===== config.mk =====
export PLATFORM = sky130hd
export DESIGN_NAME = proxy_arp_responder_top
export DESIGN_NICKNAME = d
export VERILOG_FILES = /design/src/rtl/par_pkg.sv /design/src/rtl/proxy_arp_responder_top.sv /design/src/rtl/par_ram.sv
export VERILOG_INCLUDE_DIRS = /design/src /design/src/rtl
export SDC_FILE = /design/constraint.sdc
export NUM_CORES = 2
export LEC_CHECK = 0
export BUFFER_PORTS_ARGS = -buffer_cell sky130_fd_sc_hd__buf_4
export CORE_MARGIN = 2
export CORE_UTILIZATION = 57
export CTS_CLUSTER_DIAMETER = 30
export CTS_CLUSTER_SIZE = 40
export DETAILED_ROUTE_END_ITERATION = 16
export MAX_ROUTING_LAYER = met4
export PLACE_DENSITY = 0.74
export SLEW_MARGIN = 20
export SYNTH_ARGS = -nofsm -noshare
export SYNTH_HDL_FRONTEND = slang
export SYNTH_SLANG_ARGS = --single-unit

===== constraint.sdc =====
create_clock -name i_clk -period 5.2 [get_ports i_clk]
set_input_delay 1.3 -clock i_clk [delete_from_list [all_inputs] [get_ports i_clk]]
set_output_delay 1.3 -clock i_clk [all_outputs]
set_load 0.01 [all_outputs]

===== src/rtl/proxy_arp_responder_top_macros.svh =====
// assertion helpers used by proxy_arp_responder_top
`ifndef PROXY_ARP_RESPONDER_TOP_MACROS_SVH
`define PROXY_ARP_RESPONDER_TOP_MACROS_SVH

// same-cycle implication, checked out of reset
`define PAR_ASSERT_SAME(lbl, ant, cons, msg) \
    lbl: assert property (@(posedge i_clk) disable iff (!i_rst_n) \
        (ant) |-> (cons)) else $error(msg);

// next-cycle implication, checked out of reset
`define PAR_ASSERT_NEXT(lbl, ant, cons, msg) \
    lbl: assert property (@(posedge i_clk) disable iff (!i_rst_n) \
        (ant) |=> (cons)) else $error(msg);

`endif


===== src/rtl/par_pkg.sv =====
`timescale 1ns / 1ps

package par_pkg;

    // item kinds carried in tuser
    localparam logic [1:0] ACT_FRAME = 2'd0;
    localparam logic [1:0] ACT_DEST  = 2'd1;
    localparam logic [1:0] ACT_SRC   = 2'd2;

    // frame layout
    localparam int          CAPTURE_BYTES = 42;
    localparam logic [5:0]  LAST_POS      = 6'(CAPTURE_BYTES - 1);
    localparam logic [15:0] ETYPE_ARP     = 16'h0806;
    localparam logic [15:0] OP_REQUEST    = 16'h0001;
    localparam logic [7:0]  OP_REPLY      = 8'h02;
    localparam logic [7:0]  BCAST         = 8'hff;

    // capture offsets
    localparam logic [5:0] POS_ETYPE_HI = 6'd12;
    localparam logic [5:0] POS_ETYPE_LO = 6'd13;
    localparam logic [5:0] POS_OP_HI    = 6'd20;
    localparam logic [5:0] POS_OP_LO    = 6'd21;
    localparam logic [5:0] POS_SIP_LO   = 6'd28;
    localparam logic [5:0] POS_SIP_HI   = 6'd31;
    localparam logic [5:0] POS_TIP_LO   = 6'd38;
    localparam logic [5:0] POS_TIP_HI   = 6'd41;

    typedef enum logic [1:0] {
        ST_IDLE,
        ST_SEARCH,
        ST_DECIDE,
        ST_REPLY
    } t_state;

    // reply frame byte at wire position pos
    function automatic logic [7:0] reply_byte(input logic [5:0]  pos,
                                              input logic [47:0] mac,
                                              input logic [31:0] tip,
                                              input logic [31:0] sip);
        logic [7:0] b;
        b = 8'h00;
        unique case (pos)
            6'd0, 6'd1, 6'd2, 6'd3, 6'd4, 6'd5: b = BCAST;
            6'd6,  6'd22: b = mac[47:40];
            6'd7,  6'd23: b = mac[39:32];
            6'd8,  6'd24: b = mac[31:24];
            6'd9,  6'd25: b = mac[23:16];
            6'd10, 6'd26: b = mac[15:8];
            6'd11, 6'd27: b = mac[7:0];
            6'd12: b = ETYPE_ARP[15:8];
            6'd13: b = ETYPE_ARP[7:0];
            6'd14: b = 8'h00;
            6'd15: b = 8'h01;
            6'd16: b = 8'h08;
            6'd17: b = 8'h00;
            6'd18: b = 8'h06;
            6'd19: b = 8'h04;
            6'd20: b = 8'h00;
            6'd21: b = OP_REPLY;
            6'd28: b = tip[31:24];
            6'd29: b = tip[23:16];
            6'd30: b = tip[15:8];
            6'd31: b = tip[7:0];
            6'd32, 6'd33, 6'd34, 6'd35, 6'd36, 6'd37: b = BCAST;
            6'd38: b = sip[31:24];
            6'd39: b = sip[23:16];
            6'd40: b = sip[15:8];
            6'd41: b = sip[7:0];
            default: b = 8'h00;
        endcase
        return b;
    endfunction

endpackage


===== src/rtl/proxy_arp_responder_top.sv =====
// Proxy ARP responder. Received frame bytes come in one item per cycle on the
// slave stream (tuser = 0) while the block is idle; tuser = 1 or 2 writes an
// entry of the destination or source IP access list and never disturbs a
// frame being captured. The first 42 bytes of a frame are captured. On the
// byte with tlast the block walks both access lists, which live in two RAMs
// of ACL_DEPTH words sharing one read address; the input is held off from
// then until the lookup ends or, with a reply, until the end of the reply. If
// the frame is an ARP request whose target IP hits the destination list or
// whose sender IP hits the source list, a 42-byte ARP reply (source MAC and
// sender MAC from own_mac, broadcast destination, IPs swapped) follows at one
// byte per cycle while the sink takes items. The list valid bits are
// flip-flops cleared by reset, so the block is usable right after reset.
// own_mac is written on the cfg channel; the user must write it only while
// the block is idle, as the block itself does not enforce this.
`timescale 1ns / 1ps
`include "proxy_arp_responder_top_macros.svh"

module proxy_arp_responder_top
    import par_pkg::*;
#(
    parameter int ACL_DEPTH = 16
) (
    input  logic        i_clk,
    input  logic        i_rst_n,
    // configuration: own_mac
    input  logic        i_cfg_valid,
    output logic        o_cfg_ready,
    input  logic [47:0] i_cfg_data,
    // input stream
    input  logic        i_s_tvalid,
    output logic        o_s_tready,
    // frame_byte[7:0], entry_index[11:8], entry_ip[43:12], entry_valid[44], zero[47:45]
    input  logic [47:0] i_s_tdata,
    input  logic        i_s_tlast,   // frame_last
    input  logic [1:0]  i_s_tuser,   // action[1:0]
    // reply stream
    output logic        o_m_tvalid,
    input  logic        i_m_tready,
    output logic [7:0]  o_m_tdata,   // reply_byte[7:0]
    output logic        o_m_tlast    // reply_last
);

    localparam int AW = (ACL_DEPTH > 1) ? $clog2(ACL_DEPTH) : 1;
    localparam logic [AW-1:0] LAST_ADDR = AW'(ACL_DEPTH - 1);
    localparam logic [8:0] DEPTH_9 = 9'(ACL_DEPTH);

    t_state r_state, n_state;

    logic [47:0] r_own_mac;
    logic [5:0]  r_bpos;
    logic [15:0] r_frame_type;
    logic [15:0] r_arp_op;
    logic [31:0] r_sender_ip;
    logic [31:0] r_target_ip;
    logic        r_dest_vld [ACL_DEPTH];
    logic        r_src_vld  [ACL_DEPTH];
    logic [AW-1:0] r_addr;
    logic [AW-1:0] r_rd_addr;
    logic        r_rd_pend;
    logic        r_hit;
    logic [5:0]  r_pos;
    logic        r_out_valid;
    logic [7:0]  r_out_data;
    logic        r_out_last;

    logic [7:0]    w_byte;
    logic [3:0]    w_idx;
    logic [31:0]   w_ip;
    logic          w_vld_in;
    logic [8:0]    w_idx_ext;
    logic [AW-1:0] w_waddr;
    logic          w_idx_ok;
    logic          w_acc;
    logic          w_frame_acc;
    logic          w_dest_wr;
    logic          w_src_wr;
    logic [31:0]   w_dest_rdata;
    logic [31:0]   w_src_rdata;
    logic          w_match;
    logic          w_arp_ok;
    logic          w_hit;
    logic          w_in_ready;
    logic          w_rd_en;
    logic          w_load;
    logic          w_reply_end;
    logic          w_clear;

    // input field unpacking
    assign w_byte    = i_s_tdata[7:0];
    assign w_idx     = i_s_tdata[11:8];
    assign w_ip      = i_s_tdata[43:12];
    assign w_vld_in  = i_s_tdata[44];
    assign w_idx_ext = {5'b0, w_idx};
    assign w_waddr   = w_idx_ext[AW-1:0];
    assign w_idx_ok  = w_idx_ext < DEPTH_9;

    assign w_acc       = i_s_tvalid && w_in_ready;
    assign w_frame_acc = w_acc && (i_s_tuser == ACT_FRAME);
    assign w_dest_wr   = w_acc && (i_s_tuser == ACT_DEST) && w_idx_ok;
    assign w_src_wr    = w_acc && (i_s_tuser == ACT_SRC) && w_idx_ok;

    // access list address storage
    par_ram #(.WIDTH(32), .DEPTH(ACL_DEPTH), .AW(AW)) u_dest_ram (
        .i_clk     (i_clk),
        .i_wr_en   (w_dest_wr),
        .i_wr_addr (w_waddr),
        .i_wr_data (w_ip),
        .i_rd_en   (w_rd_en),
        .i_rd_addr (r_addr),
        .o_rd_data (w_dest_rdata)
    );

    par_ram #(.WIDTH(32), .DEPTH(ACL_DEPTH), .AW(AW)) u_src_ram (
        .i_clk     (i_clk),
        .i_wr_en   (w_src_wr),
        .i_wr_addr (w_waddr),
        .i_wr_data (w_ip),
        .i_rd_en   (w_rd_en),
        .i_rd_addr (r_addr),
        .o_rd_data (w_src_rdata)
    );

    // compare the entry read last cycle
    assign w_match = r_rd_pend &&
                     ((r_dest_vld[r_rd_addr] && (w_dest_rdata == r_target_ip)) ||
                      (r_src_vld[r_rd_addr] && (w_src_rdata == r_sender_ip)));
    assign w_arp_ok = (r_frame_type == ETYPE_ARP) && (r_arp_op == OP_REQUEST);
    assign w_hit    = w_arp_ok && (r_hit || w_match);

    // control outputs
    always_comb begin
        w_in_ready  = (r_state == ST_IDLE);
        w_rd_en     = (r_state == ST_SEARCH);
        w_load      = (r_state == ST_REPLY) && (!r_out_valid || i_m_tready);
        w_reply_end = w_load && (r_pos == LAST_POS);
        w_clear     = ((r_state == ST_DECIDE) && !w_hit) || w_reply_end;
    end

    // next state
    always_comb begin
        n_state = r_state;
        unique case (r_state)
            ST_IDLE: begin
                if (w_frame_acc && i_s_tlast) begin
                    n_state = ST_SEARCH;
                end
            end
            ST_SEARCH: begin
                if (r_addr == LAST_ADDR) begin
                    n_state = ST_DECIDE;
                end
            end
            ST_DECIDE: begin
                n_state = w_hit ? ST_REPLY : ST_IDLE;
            end
            ST_REPLY: begin
                if (w_reply_end) begin
                    n_state = ST_IDLE;
                end
            end
            default: n_state = ST_IDLE;
        endcase
    end

    always_ff @(posedge i_clk) begin
        if (!i_rst_n) begin
            r_state <= ST_IDLE;
        end else begin
            r_state <= n_state;
        end
    end

    // own_mac register
    always_ff @(posedge i_clk) begin
        if (!i_rst_n) begin
            r_own_mac <= '0;
        end else if (i_cfg_valid) begin
            r_own_mac <= i_cfg_data;
        end
    end

    // frame capture, cleared once the frame has been handled
    always_ff @(posedge i_clk) begin
        if (!i_rst_n || w_clear) begin
            r_bpos       <= '0;
            r_frame_type <= '0;
            r_arp_op     <= '0;
            r_sender_ip  <= '0;
            r_target_ip  <= '0;
        end else if (w_frame_acc && (r_bpos < LAST_POS + 6'd1)) begin
            r_bpos <= r_bpos + 6'd1;
            if (r_bpos == POS_ETYPE_HI || r_bpos == POS_ETYPE_LO) begin
                r_frame_type <= {r_frame_type[7:0], w_byte};
            end else if (r_bpos == POS_OP_HI || r_bpos == POS_OP_LO) begin
                r_arp_op <= {r_arp_op[7:0], w_byte};
            end else if (r_bpos >= POS_SIP_LO && r_bpos <= POS_SIP_HI) begin
                r_sender_ip <= {r_sender_ip[23:0], w_byte};
            end else if (r_bpos >= POS_TIP_LO && r_bpos <= POS_TIP_HI) begin
                r_target_ip <= {r_target_ip[23:0], w_byte};
            end
        end
    end

    // list valid bits
    always_ff @(posedge i_clk) begin
        if (!i_rst_n) begin
            for (int i = 0; i < ACL_DEPTH; i++) begin
                r_dest_vld[i] <= 1'b0;
                r_src_vld[i]  <= 1'b0;
            end
        end else begin
            if (w_dest_wr) begin
                r_dest_vld[w_waddr] <= w_vld_in;
            end
            if (w_src_wr) begin
                r_src_vld[w_waddr] <= w_vld_in;
            end
        end
    end

    // list sweep
    always_ff @(posedge i_clk) begin
        if (!i_rst_n) begin
            r_addr    <= '0;
            r_rd_pend <= 1'b0;
            r_hit     <= 1'b0;
        end else begin
            r_rd_pend <= w_rd_en;
            if (w_frame_acc && i_s_tlast) begin
                r_addr <= '0;
                r_hit  <= 1'b0;
            end else begin
                if (w_rd_en && r_addr != LAST_ADDR) begin
                    r_addr <= r_addr + AW'(1);
                end
                r_hit <= r_hit || w_match;
            end
        end
    end

    always_ff @(posedge i_clk) begin
        r_rd_addr <= r_addr;
    end

    // reply position counter
    always_ff @(posedge i_clk) begin
        if (!i_rst_n) begin
            r_pos <= '0;
        end else if (r_state == ST_DECIDE) begin
            r_pos <= '0;
        end else if (w_load) begin
            r_pos <= r_pos + 6'd1;
        end
    end

    // output register
    always_ff @(posedge i_clk) begin
        if (!i_rst_n) begin
            r_out_valid <= 1'b0;
        end else if (w_load) begin
            r_out_valid <= 1'b1;
        end else if (i_m_tready) begin
            r_out_valid <= 1'b0;
        end
    end

    always_ff @(posedge i_clk) begin
        if (w_load) begin
            r_out_data <= reply_byte(r_pos, r_own_mac, r_target_ip, r_sender_ip);
            r_out_last <= (r_pos == LAST_POS);
        end
    end

    assign o_cfg_ready = 1'b1;
    assign o_s_tready  = w_in_ready;
    assign o_m_tvalid  = r_out_valid;
    assign o_m_tdata   = r_out_data;
    assign o_m_tlast   = r_out_last;

    // checks
    `PAR_ASSERT_NEXT(a_reply_end_idle, w_reply_end, r_state == ST_IDLE, "reply did not end in idle")
    `PAR_ASSERT_NEXT(a_reply_starts_zero, r_state == ST_DECIDE && w_hit, r_pos == 6'd0 && r_state == ST_REPLY, "reply did not start at byte zero")
    `PAR_ASSERT_SAME(a_read_after_search, r_rd_pend, $past(r_state) == ST_SEARCH, "list read data without a sweep")
    `PAR_ASSERT_NEXT(a_capture_cleared, w_clear, r_bpos == 6'd0 && r_frame_type == 16'h0000 && r_target_ip == 32'h0, "frame capture not cleared")

endmodule


===== src/rtl/par_ram.sv =====
`timescale 1ns / 1ps

module par_ram #(
    parameter int WIDTH = 32,
    parameter int DEPTH = 16,
    parameter int AW    = 4
) (
    input  logic             i_clk,
    input  logic             i_wr_en,
    input  logic [AW-1:0]    i_wr_addr,
    input  logic [WIDTH-1:0] i_wr_data,
    input  logic             i_rd_en,
    input  logic [AW-1:0]    i_rd_addr,
    output logic [WIDTH-1:0] o_rd_data
);

    logic [WIDTH-1:0] r_mem [DEPTH];
    logic [WIDTH-1:0] r_rd_data;

    // one write port, one registered read port
    always_ff @(posedge i_clk) begin
        if (i_wr_en) begin
            r_mem[i_wr_addr] <= i_wr_data;
        end
        if (i_rd_en) begin
            r_rd_data <= r_mem[i_rd_addr];
        end
    end

    assign o_rd_data = r_rd_data;

endmodule


==> tab_implementation.tex <==
\begin{tabular}{lr}
\hline
Metric & Value \\
\hline
\multicolumn{2}{l}{\textbf{Status}} \\
\quad Run status & completed \\
\multicolumn{2}{l}{\textbf{Logic synthesis}} \\
\quad Sequential share of the synthesized area & 0.739 \\
\quad Async set-reset flop share out of synthesis & 0 \\
\quad Post-synth EDFFs & 1097 \\
\quad Dominant synthesized flop cell & sky130\_fd\_sc\_hd\_\_edfxtp\_1 \\
\quad Area fraction in and, or, nand and nor cells after synthesis & 0.0365 \\
\quad Top-area cell type share of the netlist area & 0.659 \\
\quad Dominant cells by area after synthesis & sky130\_fd\_sc\_hd\_\_edfxtp\_1, sky130\_fd\_sc\_hd\_\_mux4\_2, sky130\_fd\_sc\_hd\_\_dfxtp\_1 \\
\quad Number of instances in the synthesized netlist & about 2500 \\
\quad Share of the synthesized area in compound gates (AO/OA/AOI/OAI) & 0.0141 \\
\quad Adder-cell area share of the yosys netlist & 0.00225 \\
\quad Number of synthesis warnings & 0 \\
\quad Dominant combinational cell family by area after synthesis & multiplexers \\
\quad Count of state elements after synthesis & around 1300 \\
\quad Post-Synthesis Net Count & 2620 \\
\quad Cell taking the most area after synthesis & sky130\_fd\_sc\_hd\_\_edfxtp\_1 \\
\quad Area share of xor/xnor cells in the synthesized design & 0.0130 \\
\quad Unique masters post-synth & 57 \\
\quad Mux share of post-synthesis cell area & 0.182 \\
\quad Synthesized area & between 50000 and 60000 sq um \\
\quad Syn\_area\_per\_cell & approximately 20 sq um \\
\multicolumn{2}{l}{\textbf{Critical path}} \\
\quad Kind of start point of the critical path & register \\
\quad Chain of cells forming the critical path & nor4bb\_1 -> and2\_1 -> a21o\_1 -> or2\_2 -> buf\_4 -> nor3\_1 \\
\quad WP buf/inv & 1 \\
\quad CP max stage cell & sky130\_fd\_sc\_hd\_\_or2\_2 \\
\quad Worst path top cell family by delay & simple AND/OR/NAND/NOR gates \\
\quad Critical Path End Type & register \\
\quad Critical Path Fanout Max & 54 \\
\quad Arrival time reported for the critical path endpoint & about 4.1 ns \\
\quad Delay of the slowest cell on the worst path & 0.76 ns \\
\quad Critical Setup Path Class & register to register \\
\quad Required time at the worst-slack endpoint & a little under 6 ns \\
\multicolumn{2}{l}{\textbf{Clock network}} \\
\quad Resized cells post-CTS & 0 \\
\quad CTS H-Tree Depth & 4 \\
\quad TritonCTS sink count & around 1300 \\
\quad Clock-pin transition on the worst setup and hold timing paths & roughly 0.05 ns \\
\quad Worst-skew pair later-pin latency & 0.81 ns \\
\quad Hold Buf Count CTS & 0 \\
\quad Root buf cell & sky130\_fd\_sc\_hd\_\_clkbuf\_16 \\
\quad CTS tree & built \\
\quad Buffers inserted by post-CTS timing repair & 0 \\
\quad Max clock buf depth & 3 \\
\quad TritonCTS buffer count & approximately 210 \\
\multicolumn{2}{l}{\textbf{Pwr}} \\
\quad Proportion of power drawn by flip-flops and latches & 0.430 \\
\quad Leakage component of the power & between 15 and 20 nW \\
\quad Maximum vdd ir drop & just under 300 uV \\
\quad Clk pwr share & 0.539 \\
\quad Net Sw Frac & 0.221 \\
\quad Comb pwr share & 0.031 \\
\quad Switch Pwr & $\sim$5.9 mW \\
\quad Int Power & slightly above 20 mW \\
\quad Power density normalized to cell area & approximately 440 nW/um\^{}2 \\
\multicolumn{2}{l}{\textbf{STA}} \\
\quad Tightest hold margin & slightly below 0.5 ns \\
\quad Final Hold Fails & 0 \\
\quad RSZ-0062 raised after global routing & no \\
\quad Minimum setup slack in the final design & about 1.7 ns \\
\quad Fraction of the cycle the final worst path needs & 0.668 \\
\quad Maximum clock rate & 288 MHz \\
\quad Post-route clock skew & roughly 0.042 ns \\
\quad Worst Max-Slew Pin Slew & roughly 1.2 ns \\
\quad Max-slew violation count & 0 \\
\quad Final TNS setup & 0 ns \\
\quad Final number of setup-violating endpoints & 0 \\
\quad Min cycle time layout & roughly 3.5 ns \\
\quad Max-slew headroom at the worst pin & 0.214 \\
\multicolumn{2}{l}{\textbf{Layout}} \\
\quad Post-layout nets & between 2000 and 3000 \\
\quad Layout area overhead & 20.0\% \\
\quad Share of cells above drive strength 1 & 0.308 \\
\quad Layout Utilization & 0.691 \\
\quad Layout Cell Area excl Fill & roughly 60000 sq um \\
\multicolumn{2}{l}{\textbf{Drt}} \\
\quad Wire length per cell after detailed routing & around 33 um \\
\quad DRT Pass-1 Iters & 5 \\
\quad Iter 0 DRT Violations & 3503 \\
\quad DRC errors left & 0 \\
\quad Total number of vias & about 27000 \\
\quad Count of nets left with antenna violations after detail routing & 0 \\
\quad Final wirelength & between 100000 and 150000 um \\
\quad Mean number of vias per cell & $\sim$6.6 \\
\multicolumn{2}{l}{\textbf{Global routing}} \\
\quad Initial antenna violation count & 10 \\
\quad Wire length of the first global-routing pass & around 200000 um \\
\quad Via count of the first global-routing pass & between 20000 and 30000 \\
\quad Pin count of the biggest net entering global routing & between 80 and 90 \\
\quad Total gr overflow & 0 \\
\quad Global-route usage over all layers & 0.313 \\
\multicolumn{2}{l}{\textbf{Die}} \\
\quad Count of standard-cell rows & between 100 and 150 \\
\quad Total core area & approximately 87000 sq um \\
\quad Die Height & $\sim$300 um \\
\quad Initial standard-cell utilization of the core & 0.576 \\
\quad Num ports & $\sim$120 \\
\quad Area of the die & between 90000 and 100000 sq um \\
\quad Horizontal die dimension & roughly 300 um \\
\multicolumn{2}{l}{\textbf{Placed design}} \\
\quad Hpwl dp & 70600 um \\
\quad Setup slack at placement & between 1 and 1.5 ns \\
\quad Buffers added on ports & around 110 \\
\quad Cell area after placement & roughly 53000 sq um \\
\quad Routability congestion estimate & a little over 0.9 \\
\multicolumn{2}{l}{\textbf{Job}} \\
\quad Maximum Capacitance Violations & 0 \\
\multicolumn{2}{l}{\textbf{Worst hold path}} \\
\quad Worst hold path type & register to register \\
\hline
\end{tabular}
==> metrics by stage <==
stage / total power, mW / std cells
detailed placement: 12.4 / 3692
finish: 26.6 / 4098
floorplan: 12.1 / 2507
global placement: 12.4 / 3692
global route: 27.2 / 4098
CTS: 26.7 / 4090
==> layout make-up <==
type / count / area [sq um]
Sequential cell: 1298 / 37000
Fill cell: 5014 / 26900
Multi-Input combinational cell: 1056 / 12600
Clock buffer: 241 / 5420
Clock inverter: 157 / 2010
Timing Repair Buffer: 176 / 1470
Tap cell: 1155 / 1450
Inverter: 8 / 30.0
Antenna cell: 7 / 17.5
==> state kept, by name (all words and copies together) (netlist names), 2 cells and up, named ones only <==
register              cells
r_state                   2
r_arp_op                 16
u_src_ram.r_mem         512
r_src_vld                16
r_bpos                    6
r_addr                    4
o_m_tdata                 8
r_frame_type             16
r_sender_ip              32
r_dest_vld               16
r_pos                     6
u_dest_ram.o_rd_data     32
r_target_ip              32
r_own_mac                48
u_dest_ram.r_mem        512
u_src_ram.o_rd_data      32
==> Yosys cell counts (3+ instances only) <==
library cell / n
sky130_fd_sc_hd__nor3b_1: 6
sky130_fd_sc_hd__clkbuf_1: 100
sky130_fd_sc_hd__nor4_1: 10
sky130_fd_sc_hd__ha_1: 9
sky130_fd_sc_hd__nand2_1: 24
sky130_fd_sc_hd__xnor2_1: 65
sky130_fd_sc_hd__and4_1: 5
sky130_fd_sc_hd__or2_2: 4
sky130_fd_sc_hd__nand4b_1: 4
sky130_fd_sc_hd__a21oi_1: 19
sky130_fd_sc_hd__or3_1: 3
sky130_fd_sc_hd__buf_1: 23
sky130_fd_sc_hd__a222oi_1: 7
sky130_fd_sc_hd__a221oi_1: 5
sky130_fd_sc_hd__dfxtp_1: 201
sky130_fd_sc_hd__buf_2: 14
sky130_fd_sc_hd__mux4_2: 327
sky130_fd_sc_hd__nand3b_1: 4
sky130_fd_sc_hd__mux2i_1: 172
sky130_fd_sc_hd__nand2b_1: 7
sky130_fd_sc_hd__nand4_1: 25
sky130_fd_sc_hd__buf_6: 5
sky130_fd_sc_hd__edfxtp_1: 1097
sky130_fd_sc_hd__xor2_1: 9
sky130_fd_sc_hd__o21ai_0: 18
sky130_fd_sc_hd__inv_1: 8
sky130_fd_sc_hd__and3_1: 6
sky130_fd_sc_hd__nor2_1: 147
sky130_fd_sc_hd__nor2b_1: 6
sky130_fd_sc_hd__and4b_1: 3
sky130_fd_sc_hd__and2_1: 12
sky130_fd_sc_hd__nor3_1: 84
sky130_fd_sc_hd__nand3_1: 12
sky130_fd_sc_hd__a22o_1: 3
sky130_fd_sc_hd__a22oi_1: 34
==> cell usage in the layout, fill, tap and decap left out, types with 27 or more instances in the layout <==
cell type,count
sky130_fd_sc_hd__bufinv_16,27
sky130_fd_sc_hd__clkbuf_16,210
sky130_fd_sc_hd__buf_4,165
sky130_fd_sc_hd__a22oi_1,34
sky130_fd_sc_hd__mux4_2,327
sky130_fd_sc_hd__mux2i_1,172
sky130_fd_sc_hd__edfxtp_1,1097
sky130_fd_sc_hd__nor3_1,76
sky130_fd_sc_hd__dfxtp_1,197
sky130_fd_sc_hd__nor2_1,123
sky130_fd_sc_hd__xnor2_1,65
sky130_fd_sc_hd__clkinv_2,31
==> kinds of logic (layout without fill, tap and decap cells) <==
logic type,count (synthesis),count (layout)
XOR/XNOR,74,74
AND/OR/NAND/NOR,369,369
AO/OA/AOI/OAI,102,102
other,1,8
buffers and inverters,153,582
multiplexers,501,501
flip-flops,1298,1298
adder cells (fa/ha/maj),9,9
==> worst paths after layout <==
check | from | to | slack (ns) | cells past startpoint
max | r_pos[3] | r_sender_ip[16] | 1.73 | 6
min | r_src_vld[8] | r_src_vld[8] | 0.48 | 2
max reg2reg | r_pos[3] | r_sender_ip[16] | 1.73 | 6
min reg2reg | r_src_vld[8] | r_src_vld[8] | 0.48 | 2
==> routing by layer <==
metal,up-vias,wire length (um),GRT usage,share of wire
met5,-,0,-,0
met4,0,6180,0.140,0.046
met3,349,12100,0.0642,0.091
met2,1809,67200,0.497,0.50
met1,13964,48500,0.394,0.36
li1,10798,-,-,-
==> power by group through the flow <==
stage	combinational (mW)	sequential, mW	clock, mW
2_1_floorplan	0.487	11.6	0
3_3_place_gp	0.766	11.6	0
3_5_place_dp	0.800	11.6	0
4_1_cts	0.823	11.4	14.4
5_1_grt	0.871	11.4	14.9
6_report	0.820	11.4	14.3
==> worst register-to-register path, stage by stage (launching register included) <==
cell and delay (ns):
sky130_fd_sc_hd__dfxtp_1 0.62, sky130_fd_sc_hd__nor4bb_1 0.45, sky130_fd_sc_hd__and2_1 0.50, sky130_fd_sc_hd__a21o_1 0.23, sky130_fd_sc_hd__or2_2 0.76, sky130_fd_sc_hd__buf_4 0.60
sky130_fd_sc_hd__nor3_1 0.16
Power figures use the tool's default switching activity.
